### src/rtl/vefm_pkg.sv
// Package for the voxel exposed-face mask: item codes, widths, face order,
// neighbour row selects and the controller/datapath command and status types.
// No dependencies.
`default_nettype none

package vefm_pkg;

   localparam int GRID_SIZE_DEF = 32;

   localparam int COORD_W  = 5;
   localparam int EXTENT_W = 6;
   localparam int MASK_W   = 6;
   localparam int CW       = COORD_W + 2;   // coordinate plus room for +/-1 and grid compare

   localparam logic [EXTENT_W-1:0] SCAN_EXTENT_RESET = 6'd32;

   typedef enum logic [1:0] {
      CMD_WRITE = 2'd0,
      CMD_FILL  = 2'd1,
      CMD_QUERY = 2'd2
   } cmd_type;

   // face bit positions
   localparam int FACE_XP = 0;
   localparam int FACE_XM = 1;
   localparam int FACE_YP = 2;
   localparam int FACE_YM = 3;
   localparam int FACE_ZP = 4;
   localparam int FACE_ZM = 5;

   // row selects: each memory row holds one (x, y) column along z
   localparam int NB_COUNT = 5;
   localparam int NB_W     = $clog2(NB_COUNT);
   localparam logic [NB_W-1:0] NB_CENTRE = 3'd0;
   localparam logic [NB_W-1:0] NB_XP     = 3'd1;
   localparam logic [NB_W-1:0] NB_XM     = 3'd2;
   localparam logic [NB_W-1:0] NB_YP     = 3'd3;
   localparam logic [NB_W-1:0] NB_YM     = 3'd4;
   localparam logic [NB_W-1:0] NB_LAST   = NB_YM;

   typedef struct packed {
      logic            load;
      logic            rd_en;
      logic [NB_W-1:0] rd_sel;
      logic            sweep_en;
      logic            sweep_fill;
      logic            row_wr;
      logic            rsp_load;
   } ctrl_cmd_type;

   typedef struct packed {
      cmd_type req_cmd;
      cmd_type item_cmd;
      logic    sweep_last;
      logic    rsp_free;
   } ctrl_stat_type;

endpackage

`default_nettype wire

### src/rtl/vefm_ctrl.sv
// Controller for the voxel exposed-face mask: clear pass, fill sweep, row reads,
// read-modify-write and result hand-off. Depends on vefm_pkg.
`default_nettype none

module vefm_ctrl import vefm_pkg::*; (
   input  wire logic          clock,
   input  wire logic          reset,
   input  wire logic          req_valid,
   output logic               req_stall,
   input  wire ctrl_stat_type stat,
   output ctrl_cmd_type       cmd
);

   typedef enum logic [6:0] {
      ST_CLEAR = 7'b0000001,
      ST_IDLE  = 7'b0000010,
      ST_FILL  = 7'b0000100,
      ST_READ  = 7'b0001000,
      ST_WAIT  = 7'b0010000,
      ST_WRITE = 7'b0100000,
      ST_REPLY = 7'b1000000
   } state_type;

   state_type       state_ff, state_in;
   logic [NB_W-1:0] step_ff, step_in;

   always_ff @(posedge clock) begin
      if (reset) begin
         state_ff <= ST_CLEAR;
         step_ff  <= NB_CENTRE;
      end else begin
         state_ff <= state_in;
         step_ff  <= step_in;
      end
   end

   always_comb begin
      state_in = state_ff;
      step_in  = step_ff;
      cmd      = '0;
      req_stall = 1'b1;
      unique case (state_ff)
         ST_CLEAR: begin
            cmd.sweep_en = 1'b1;
            if (stat.sweep_last) begin
               state_in = ST_IDLE;
            end
         end
         ST_IDLE: begin
            req_stall = 1'b0;
            step_in   = NB_CENTRE;
            if (req_valid) begin
               cmd.load = 1'b1;
               case (stat.req_cmd)
                  CMD_WRITE, CMD_QUERY: state_in = ST_READ;
                  CMD_FILL:             state_in = ST_FILL;
                  default:              state_in = ST_IDLE;
               endcase
            end
         end
         ST_FILL: begin
            cmd.sweep_en   = 1'b1;
            cmd.sweep_fill = 1'b1;
            if (stat.sweep_last) begin
               state_in = ST_IDLE;
            end
         end
         ST_READ: begin
            cmd.rd_en  = 1'b1;
            cmd.rd_sel = step_ff;
            if (stat.item_cmd == CMD_WRITE || step_ff == NB_LAST) begin
               step_in  = NB_CENTRE;
               state_in = ST_WAIT;
            end else begin
               step_in = step_ff + NB_W'(1);
            end
         end
         ST_WAIT: begin
            state_in = (stat.item_cmd == CMD_WRITE) ? ST_WRITE : ST_REPLY;
         end
         ST_WRITE: begin
            cmd.row_wr = 1'b1;
            state_in   = ST_IDLE;
         end
         ST_REPLY: begin
            if (stat.rsp_free) begin
               cmd.rsp_load = 1'b1;
               state_in     = ST_IDLE;
            end
         end
         default: begin
            state_in = ST_IDLE;
         end
      endcase
   end

endmodule

`default_nettype wire

### config.mk
export PLATFORM = sky130hd
export DESIGN_NAME = vefm_ctrl
export DESIGN_NICKNAME = d
export VERILOG_FILES = /design/src/rtl/vefm_pkg.sv /design/src/rtl/vefm_ctrl.sv
export SDC_FILE = /design/constraint.sdc
export NUM_CORES = 1
export LEC_CHECK = 0
export BUFFER_PORTS_ARGS = -buffer_cell sky130_fd_sc_hd__buf_2
export CORE_MARGIN = 2
export CORE_UTILIZATION = 35
export DETAILED_ROUTE_END_ITERATION = 10
export GPL_ROUTABILITY_DRIVEN = 0
export HOLD_SLACK_MARGIN = 0.1
export RECOVER_POWER = 50
export SLEW_MARGIN = 20
export SYNTH_ARGS = -nofsm -noshare
export SYNTH_HDL_FRONTEND = slang
export SYNTH_SLANG_ARGS = --single-unit
export TNS_END_PERCENT = 5
### constraint.sdc
create_clock -name clock -period 2.33 [get_ports clock]
set_clock_uncertainty 0.15 [all_clocks]
set_input_delay 0.233 -clock clock [delete_from_list [all_inputs] [get_ports clock]]
set_output_delay 0.233 -clock clock [all_outputs]
set_load 0.02 [all_outputs]
# --- Word level (Yosys, flattened, before mapping) ---
# Index checks and enable logic that the tools add are counted.
classes:
  n_addsub: 1
  n_eq_ne: 14
  n_mux: 18
  reduce_logical: 7
op_table:
  columns: ["operator", "count"]
  rows:
  - ["2-to-1 mux 7 bit", 5]
  - ["case mux 7 bit (5 select lines)", 1]
  - ["2-to-1 mux 1 bit", 8]
  - ["case mux 4 bit (2 select lines)", 1]
  - ["== test 7 x 1 -> 1 bit, second input constant", 1]
  - ["== test 7 x 2 -> 1 bit, second input constant", 1]
  - ["== test 7 x 3 -> 1 bit, second input constant", 1]
  - ["== test 7 x 4 -> 1 bit, second input constant", 1]
  - ["== test 7 x 5 -> 1 bit, second input constant", 1]
  - ["== test 7 x 6 -> 1 bit, second input constant", 1]
  - ["== test 7 bit, second input constant", 1]
  - ["!= test 2 bit, second input constant", 3]
  - ["case mux 3 bit (2 select lines)", 1]
  - ["zero test 2 bit", 2]
  - ["2-to-1 mux 4 bit", 1]
  - ["AND reduction 4 bit", 1]
  - ["OR reduction 2 bit", 2]
  - ["adder 3 x 1 -> 3 bit, second input constant", 1]
  - ["== test 3 bit, second input constant", 1]
  - ["2-to-1 mux 3 bit", 1]
  - ["== test 2 x 1 -> 1 bit, second input constant", 1]
  - ["== test 2 bit, second input constant", 1]
  - ["!= test 2 x 1 -> 1 bit, second input constant", 1]
  - ["nonzero test 2 bit", 1]
  - ["logical OR 1 bit", 1]
totals:
  reg_bits: 10
  out_inout_bits: 10
  elab_cells: 42

# --- Longest topological paths before layout ---
# Gate-level depths: netlist of run 1.
depth:
  ltp_word: 5
  ltp_mapped: 7
  mapped_depth_nobuf: 6

# --- Worst setup path after synthesis of run 1 ---
# Ideal clock, no wire load.
synth_path:
  path_type: "register -> output"
  from: "register state_ff[1]"
  to: "output cmd[2] in the netlist's numbering"
  arrival_ns: 1.742
  t_required_ns: 1.947
  slack_ns: 0.205
  path_stages_with_launch: 4
  n_path_buf: 1
  path_cell_list: "dfxtp_1 buf_6 or4_4 nor4b_1"
synth_rtl:
  columns: ["element", "line_no", "text"]
  rows:
  - ["from (decl)", "vefm_ctrl.sv:24", "state_type state_ff, state_in;"]
  - ["from (signal assigned)", "vefm_ctrl.sv:32", "state_ff <= state_in;"]
  - ["to (decl)", "vefm_ctrl.sv:11", "output ctrl_cmd_type cmd"]

==> results.cfg, run 1 <==
[status]
outcome = finished clean

[power]
switching_power_uw = 123
switching_share_pct = 28.4
p_int_uw = 312
cellPowerDensity_mw_per_mm2 = 506
power.clock.fraction_pct = 36.9
irDropWorstVdd_v = 0.000287
combPwrFrac_pct = 20.4
p_leak_uw = 0.000349
seq_power_share_pct = 42.7

[floorplan]
rows = 16
die_w_um = 49.5
io_pins = 19
fp.dieH_um = 49.5
dieArea_sq_mm = 0.00245
start_util_pct = 36.9
coreArea_sq_mm = 0.00196

[sta]
max_slew.worst_pin.slew_ps = 514
fmax_mhz = 459
rsz0062_at_grt = false
finalSetupViolations = 0
finalSetupTns_ps = 0
min_period_ps = 2180
post-route-period-util_pct = 93.4
slew_violations = 0
finalHoldViolCount = 0
relSlewSlack_pct = 65.4

[critical_path]
cp.arrival_ps = 1790
cp.required_ps = 1950
critical_path_class = flip-flop to primary output
end_kind = primary output
start_kind = flip-flop
cp_max_fo = 10
r2r_cells = 5

[yosys]
ys_async_sr_fraction_pct = 0
ys_seq_elements = 10
synth_top_cell_by_area = dfxtp_1
yosysSeqAreaShare_pct = 27.6
synth_nets = 97
yosysUniqueCellTypes = 38
synth_top_area_share_pct = 27.6
yosys-top-cells-area = dfxtp_1 28%, nor3_1 4.8%, buf_6 4.7%
synthFlopType = dfxtp_1
netlist_area_sq_um = 724
syn_area_per_cell_sq_um = 8.42
syn_inst = 86
synth-edff-count = 0
ys.warnings.count = 0

[route]
drt_wl_total_mm = 1.67
drt_iter0_drc = 7
dr.pass1.iters = 4
final_antenna_net_count = 0
remaining_drc_errors = 0
routedWlPerCell_um = 12.9
vias = 693
routed_via_density = 5.33

[global_routing]
grt_pass1_vias = 625
grt_use_total_pct = 14.3
overflow = 0
grt_max_degree = 12
grt_pass1_wl_mm = 2.70
antenna_found_initial = 0

[worst_hold_path]
holdPathStages = 2
hp-class = input pin to flip-flop

[job]
maxCapViolCount = 0

[cells_and_area]
synthToLayoutAreaGrowth_pct = 18.7
diodes = 0
fin_util_pct = 43.8
final_cell_area_sq_um = 860
finalNetCount = 115
drive_above_1_share_pct = 27.2

[clocking]
insertion_delay_ps = 280
cts_tree = yes
cts_setup_buffers = 0
cts_max_level = 1
numCtsBuffers = 3
cts.sinks = 10
root_buffer = clkbuf_4
clk_pin_slew_ps = 70
cts_buffer_depth = 2

[placement]
portBuffers = 18
dp_hpwl_mm = 1.22
placed_cell_area_sq_um = 785
[per-stage QoR]
stage	worst slack, ps	hold WS [ps]	cells	power [uW]
2_1_floorplan	205	160	86	260
4_1_cts	90.8	114	130	435
3_3_place_gp	385	292	122	272
5_1_grt	63.4	137	130	454
6_report	153	112	130	435
3_5_place_dp	345	281	122	273
[registers in the layout, indices dropped and copies added, names as in the netlist]
| name | flops |
|---|---|
| state_ff | 7 |
| step_ff | 3 |
[cells in the mapped netlist, drive strengths merged, types with 2 or more instances]
master and instances:
a21oi 5, and3 2, buf 6, clkbuf 3, dfxtp 10, ha 2, inv 6, nand2 3
nand2b 3, nor2 4, nor3 7, nor4 5, nor4b 4, o32ai 2, or3 2, or3b 2
or4 3, xnor2 2
[cells in the final DEF (no fill, tap or decap), types with 3 or more instances in the layout]
master,count
nor4b_1,3
clkbuf_4,3
dfxtp_1,10
nor4_1,5
buf_2,15
nand2b_1,3
clkbuf_1,3
inv_1,6
nor3_1,6
a21oi_1,5
nor2_1,4
nand2_1,3
dlygate4sd3_1,4
[per-layer routing]
metal,GRT usage [%],wire [um],share of wire [%],up-vias
li1,-,-,-,355
met1,19.4,783,47,305
met2,21.4,718,43,28
met3,2.42,128,7.7,5
met4,8.33,40,2.4,0
met5,0,0,0,-
[cells by family after synthesis]
group	count (synthesis)	synth area share, %
flip-flops	10	27.6
AO/OA/AOI/OAI	15	16.1
buffers and inverters	15	11.9
adder cells (fa/ha/maj)	2	3.45
XOR/XNOR	3	3.63
AND/OR/NAND/NOR	41	37.3
[power by group through the flow]
| stage | Clock [uW] | Sequential (uW) | Combinational (uW) |
|---|---|---|---|
| 2_1_floorplan | 0 | 182 | 78.0 |
| 3_3_place_gp | 0 | 190 | 82.1 |
| 3_5_place_dp | 0 | 190 | 82.9 |
| 4_1_cts | 162 | 186 | 87.5 |
| 5_1_grt | 168 | 188 | 97.7 |
| 6_report | 161 | 186 | 88.7 |
[what timing repair did]
| item | 4_1_cts | 5_1_grt |
|---|---|---|
| endpoints found under the hold margin | 3 | 0 |
| gates resized for setup | 0 | 2 |
| hold buffers | 4 | 0 |
| setup endpoints to repair | 0 | 1 |
[worst paths after layout]
| path | from | end | slack [ps] |
|---|---|---|---|
| worst max register to register | state_ff[5] | state_ff[5] | 160 |
| worst min-delay path | reset | state_ff[2] | 110 |
| worst max-delay path | state_ff[1] | cmd[4] | 150 |
| worst min register to register | step_ff[1] | step_ff[1] | 350 |
[critical path, cell delays in order (launching register included)]
cell	delay [ps]
dfxtp_1	390
or4b_2	760
nor3_2	180
buf_2	200
[area by class of cell]
class                      count  area, sq um
clock buffer                   4         36.3
multi-input combinational     61          440
timing repair buffer          22          126
tap                           27         33.8
fill                         206         1100
inverter                       6         22.5
sequential                    10          200
Power figures use the tool's default switching activity.
==> run 2: changes to the inputs <==
--- a/config.mk
+++ b/config.mk
@@ -6,6 +6,7 @@
 export NUM_CORES = 1
 export LEC_CHECK = 0
 export BUFFER_PORTS_ARGS = -buffer_cell sky130_fd_sc_hd__buf_2
+export CORE_ASPECT_RATIO = 1.25
 export CORE_MARGIN = 2
 export CORE_UTILIZATION = 35
 export DETAILED_ROUTE_END_ITERATION = 10
==> results.cfg, run 2 (synthesis gave the netlist of run 1 again) <==
[power]
irDropWorstVdd_v = 0.000305
switching_power_uw = 118
combPwrFrac_pct = 20.0
p_leak_uw = 0.000349
cellPowerDensity_mw_per_mm2 = 512
switching_share_pct = 27.6
power.clock.fraction_pct = 36.4
p_int_uw = 309
p_total_uw = 428
seq_power_share_pct = 43.6

[cells_and_area]
finalNetCount = 114
regMostFlops = state_ff
largest_reg_flops = 7
synthToLayoutAreaGrowth_pct = 15.2
diodes = 0
drive_above_1_share_pct = 26.5
final-seq-area_sq_um = 200
reg_top3 = state_ff (7), step_ff (3)
final_common_cell = buf_2
final_cell_mix = 16 x buf_2, 10 x dfxtp_1, 7 x nor3_1, 6 x inv_1, 5 x a21oi_1
multi_input_area_sq_um = 433
n_fill_cell = 206

[global_routing]
overflow = 0
grt_max_degree = 12
grt_pass1_wl_mm = 2.64
grt_use_total_pct = 14.9
grt_pass1_vias = 655
antenna_found_initial = 0

[status]
outcome = finished clean

[critical_path]
cp_max_fo = 10
cp.required_ps = 1950
cp.arrival_ps = 1850
start_kind = flip-flop
critical_path_class = flip-flop to primary output
end_kind = primary output

[route]
routed_via_density = 5.52
drt_wl_total_mm = 1.62
drt_iter0_drc = 9
final_antenna_net_count = 0
vias = 673
routedWlPerCell_um = 13.3
remaining_drc_errors = 0
dr.pass1.iters = 5

[clocking]
cts_max_level = 1
clk_pin_slew_ps = 70
root_buffer = clkbuf_4
cts_tree = yes
cts_buffer_depth = 2
cts.sinks = 10
numCtsBuffers = 3
insertion_delay_ps = 260
cts_setup_buffers = 0

[sta]
post-route-period-util_pct = 96.0
setup_slack_ps = 92.8
slew_violations = 0
finalHoldViolCount = 0
finalSetupViolations = 0
relSlewSlack_pct = 67.7
min_period_ps = 2240
fmax_mhz = 447
finalSetupTns_ps = 0
max_slew.worst_pin.slew_ps = 478
rsz0062_at_grt = false

[placement]
portBuffers = 18
dp_hpwl_mm = 1.24
pre_cts_slack_ps = 349

[floorplan]
fp.dieH_um = 54.9
coreArea_sq_mm = 0.00196
start_util_pct = 37.0
dieArea_sq_mm = 0.00245
rows = 18
io_pins = 19
die_w_um = 44.7

[worst_hold_path]
hp-class = input pin to flip-flop

[job]
maxCapViolCount = 0
## run 2: per-layer routing
| metal | wire [um] | global-route usage, % |
|---|---|---|
| met1 | 749 | 16.5 |
| met2 | 796 | 26.1 |
| met3 | 62 | 3.63 |
| met4 | 15 | 7.58 |
| met5 | 0 | 0 |
## run 2: worst paths after layout
check                            startpoint           to  slack (ps)  cells past startpoint
worst min-delay path                stat[3]  state_ff[6]         100                      3
worst max register to register  state_ff[5]  state_ff[5]         160                      5
worst max-delay path            state_ff[1]       cmd[4]          90                      3
worst min register to register   step_ff[1]   step_ff[1]         350                      2
## run 2: timing repair
item,4_1_cts,5_1_grt
hold buffers,3,0
endpoints found under the hold margin,3,0
endpoints found under the setup margin,0,1
resized for setup,0,1
## run 2: layout make-up
type	count	area share (%)
clock buffers	4	4.35
inverters	6	2.70
multi-input cells	61	51.9
flip-flops and latches	10	24.0
well taps	20	3.00
repair buffers	21	14.1
## run 2: per-stage QoR
step / cell area, sq um / utilization [%] / std cells / hold slack [ps]
2_1_floorplan: 724 / - / 86 / 160
3_3_place_gp: 776 / 39.6 / 115 / 289
3_5_place_dp: 776 / 39.6 / 115 / 288
4_1_cts: 842 / 43.0 / 122 / 100
5_1_grt: 835 / 42.6 / 122 / 140
6_report: 835 / 42.6 / 122 / 96.9
## run 2: power groups by stage
| stage | Combinational, uW | Sequential, uW | Clock (uW) |
|---|---|---|---|
| 6_report | 85.6 | 186 | 156 |
| 5_1_grt | 93.9 | 188 | 169 |
| 4_1_cts | 86.9 | 186 | 159 |
| 3_5_place_dp | 83.7 | 190 | 0 |
| 3_3_place_gp | 82.3 | 190 | 0 |
| 2_1_floorplan | 78.0 | 182 | 0 |
## run 2: worst max-delay path, stage by stage, from the launching register on
cell,delay [ps]
dfxtp_1,390
or4b_2,750
nor3_1,230
buf_2,210
==> run 3: changes to the inputs <==
--- a/config.mk
+++ b/config.mk
@@ -13,6 +13,7 @@
 export GPL_ROUTABILITY_DRIVEN = 0
 export HOLD_SLACK_MARGIN = 0.1
 export RECOVER_POWER = 50
+export REMOVE_ABC_BUFFERS = 1
 export SLEW_MARGIN = 20
 export SYNTH_ARGS = -nofsm -noshare
 export SYNTH_HDL_FRONTEND = slang
==> results.cfg, run 3 (synthesis gave the netlist of run 1 again) <==
[status]
outcome = finished clean

[floorplan]
io_pins = 19
start_util_pct = 37.0
dieArea_sq_mm = 0.00245
fp.dieH_um = 54.9
die_w_um = 44.7
rows = 18
coreArea_sq_mm = 0.00196

[global_routing]
antenna_found_initial = 0
grt_max_degree = 12
grt_use_total_pct = 15.6
grt_pass1_vias = 638
overflow = 0
grt_pass1_wl_mm = 2.74

[route]
dr.pass1.iters = 4
final_antenna_net_count = 0
routed_via_density = 5.48
routedWlPerCell_um = 13.4
remaining_drc_errors = 0
vias = 668
drt_iter0_drc = 6
drt_wl_total_mm = 1.64

[worst_hold_path]
holdPathStages = 3
hp-class = input pin to flip-flop
holdCritStartpoint = stat[4]
holdPathEnd = state_ff[3]

[critical_path]
cpPeakStageDelay_ps = 750
path_delay_family = simple AND/OR/NAND/NOR gates
start_kind = flip-flop
end_kind = primary output
cp.required_ps = 1950
r2r_cells = 4
cp_max_fo = 10
critical_path_class = flip-flop to primary output
r2r-start = state_ff[1]
timing.rr.end = state_ff[1]
path_buf_inv = 1
critPathSlowestCell = or4b_2
cp.depth = 3
cp.arrival_ps = 1850
crit_chain = or4b_2 -> nor3_1 -> buf_2
reg2reg_setup_slack_ps = 160

[power]
cellPowerDensity_mw_per_mm2 = 514
irDropWorstVdd_v = 0.000280
p_leak_uw = 0.000345
p_total_uw = 428

[cells_and_area]
final_cell_area_sq_um = 833
drive_above_1_share_pct = 26.5
largest_reg_flops = 7
reg_top3 = state_ff (7), step_ff (3)
n_fill_cell = 203
diodes = 0
final_cell_mix = 15 x buf_2, 9 x dfxtp_1, 7 x nor3_1, 6 x inv_1
regMostFlops = state_ff
fin_util_pct = 42.5
final_common_cell = buf_2
finalNetCount = 114
final_cells = 122
synthToLayoutAreaGrowth_pct = 15.0
multi_input_area_sq_um = 432
final-seq-area_sq_um = 201

[sta]
finalSetupTns_ps = 0
max_slew.worst_pin.slew_ps = 538
relSlewSlack_pct = 63.7
finalHoldViolCount = 0
rsz0062_at_grt = false
slew_violations = 0
post-route-period-util_pct = 95.7
finalSetupViolations = 0
fmax_mhz = 448
min_period_ps = 2230

[clocking]
cts_setup_buffers = 0
insertion_delay_ps = 270
cts_max_level = 1
root_buffer = clkbuf_4
cts_tree = yes
numCtsBuffers = 3
cts_buffer_depth = 2
clk_pin_slew_ps = 70
cts.sinks = 10

[job]
maxCapViolCount = 0

[placement]
placedCellCount = 115
dp_hpwl_mm = 1.23
placed_cell_area_sq_um = 776
portBuffers = 18
==> run 3: changes by cell type in the layout (fill, tap and decap cells not counted), sizes merged <==
cell,delta
buf,-1
clkbuf,+1
==> run 3: layout make-up <==
| class | instances | share of cell area, % |
|---|---|---|
| well taps | 20 | 3.00 |
| flip-flops and latches | 10 | 24.2 |
| clock buffers | 4 | 4.35 |
| repair buffers | 21 | 14.0 |
| multi-input cells | 61 | 51.8 |
| inverters | 6 | 2.70 |
==> run 3: worst max path at each step <==
stage / start / endpoint / slack [ps]
after floorplan: state_ff[1] / cmd[2] / 240
after global placement: state_ff[5] / state_ff[1] / 380
after detailed placement: state_ff[5] / state_ff[1] / 350
after CTS: state_ff[1] / cmd[4] / 90
after global routing: state_ff[6] / state_ff[1] / 10
final: state_ff[1] / cmd[4] / 100
==> run 3: what timing repair did <==
item                       CTS  global route
hold buffers                 3             0
hold endpoints to repair     3             0
resized for setup            0             2
setup endpoints to repair    0             2
==> run 3: routing by layer <==
metal  part of all wire (%)  global-route usage [%]  vias up
li1                       -                       -      348
met1                     44                    17.6      303
met2                     49                    27.1       13
met3                    5.0                    3.96        4
met4                    1.9                    7.58        0
met5                      0                       0        -
==> run 3: worst register-to-register path, delay by kind of cell (launching register included) <==
kind	cells	cell delay, ps
AOI/OAI and AO/OA	2	650
and+or+nand+nor	2	840
DFF	1	390
==> run 3: per-stage QoR <==
stage	setup slack, ps	hold slack [ps]
floorplan	245	152
global placement	383	288
detailed placement	354	289
CTS	92.1	104
global route	11.0	132
finish	99.5	108
==> run 3: report_power, final <==
group	total [uW]	leakage (uW)	switching (uW)	internal, uW
clock network	159	0.0000210	64.0	94.9
registers	186	0.0000818	9.94	176
logic	83.7	0.000242	46.4	37.3
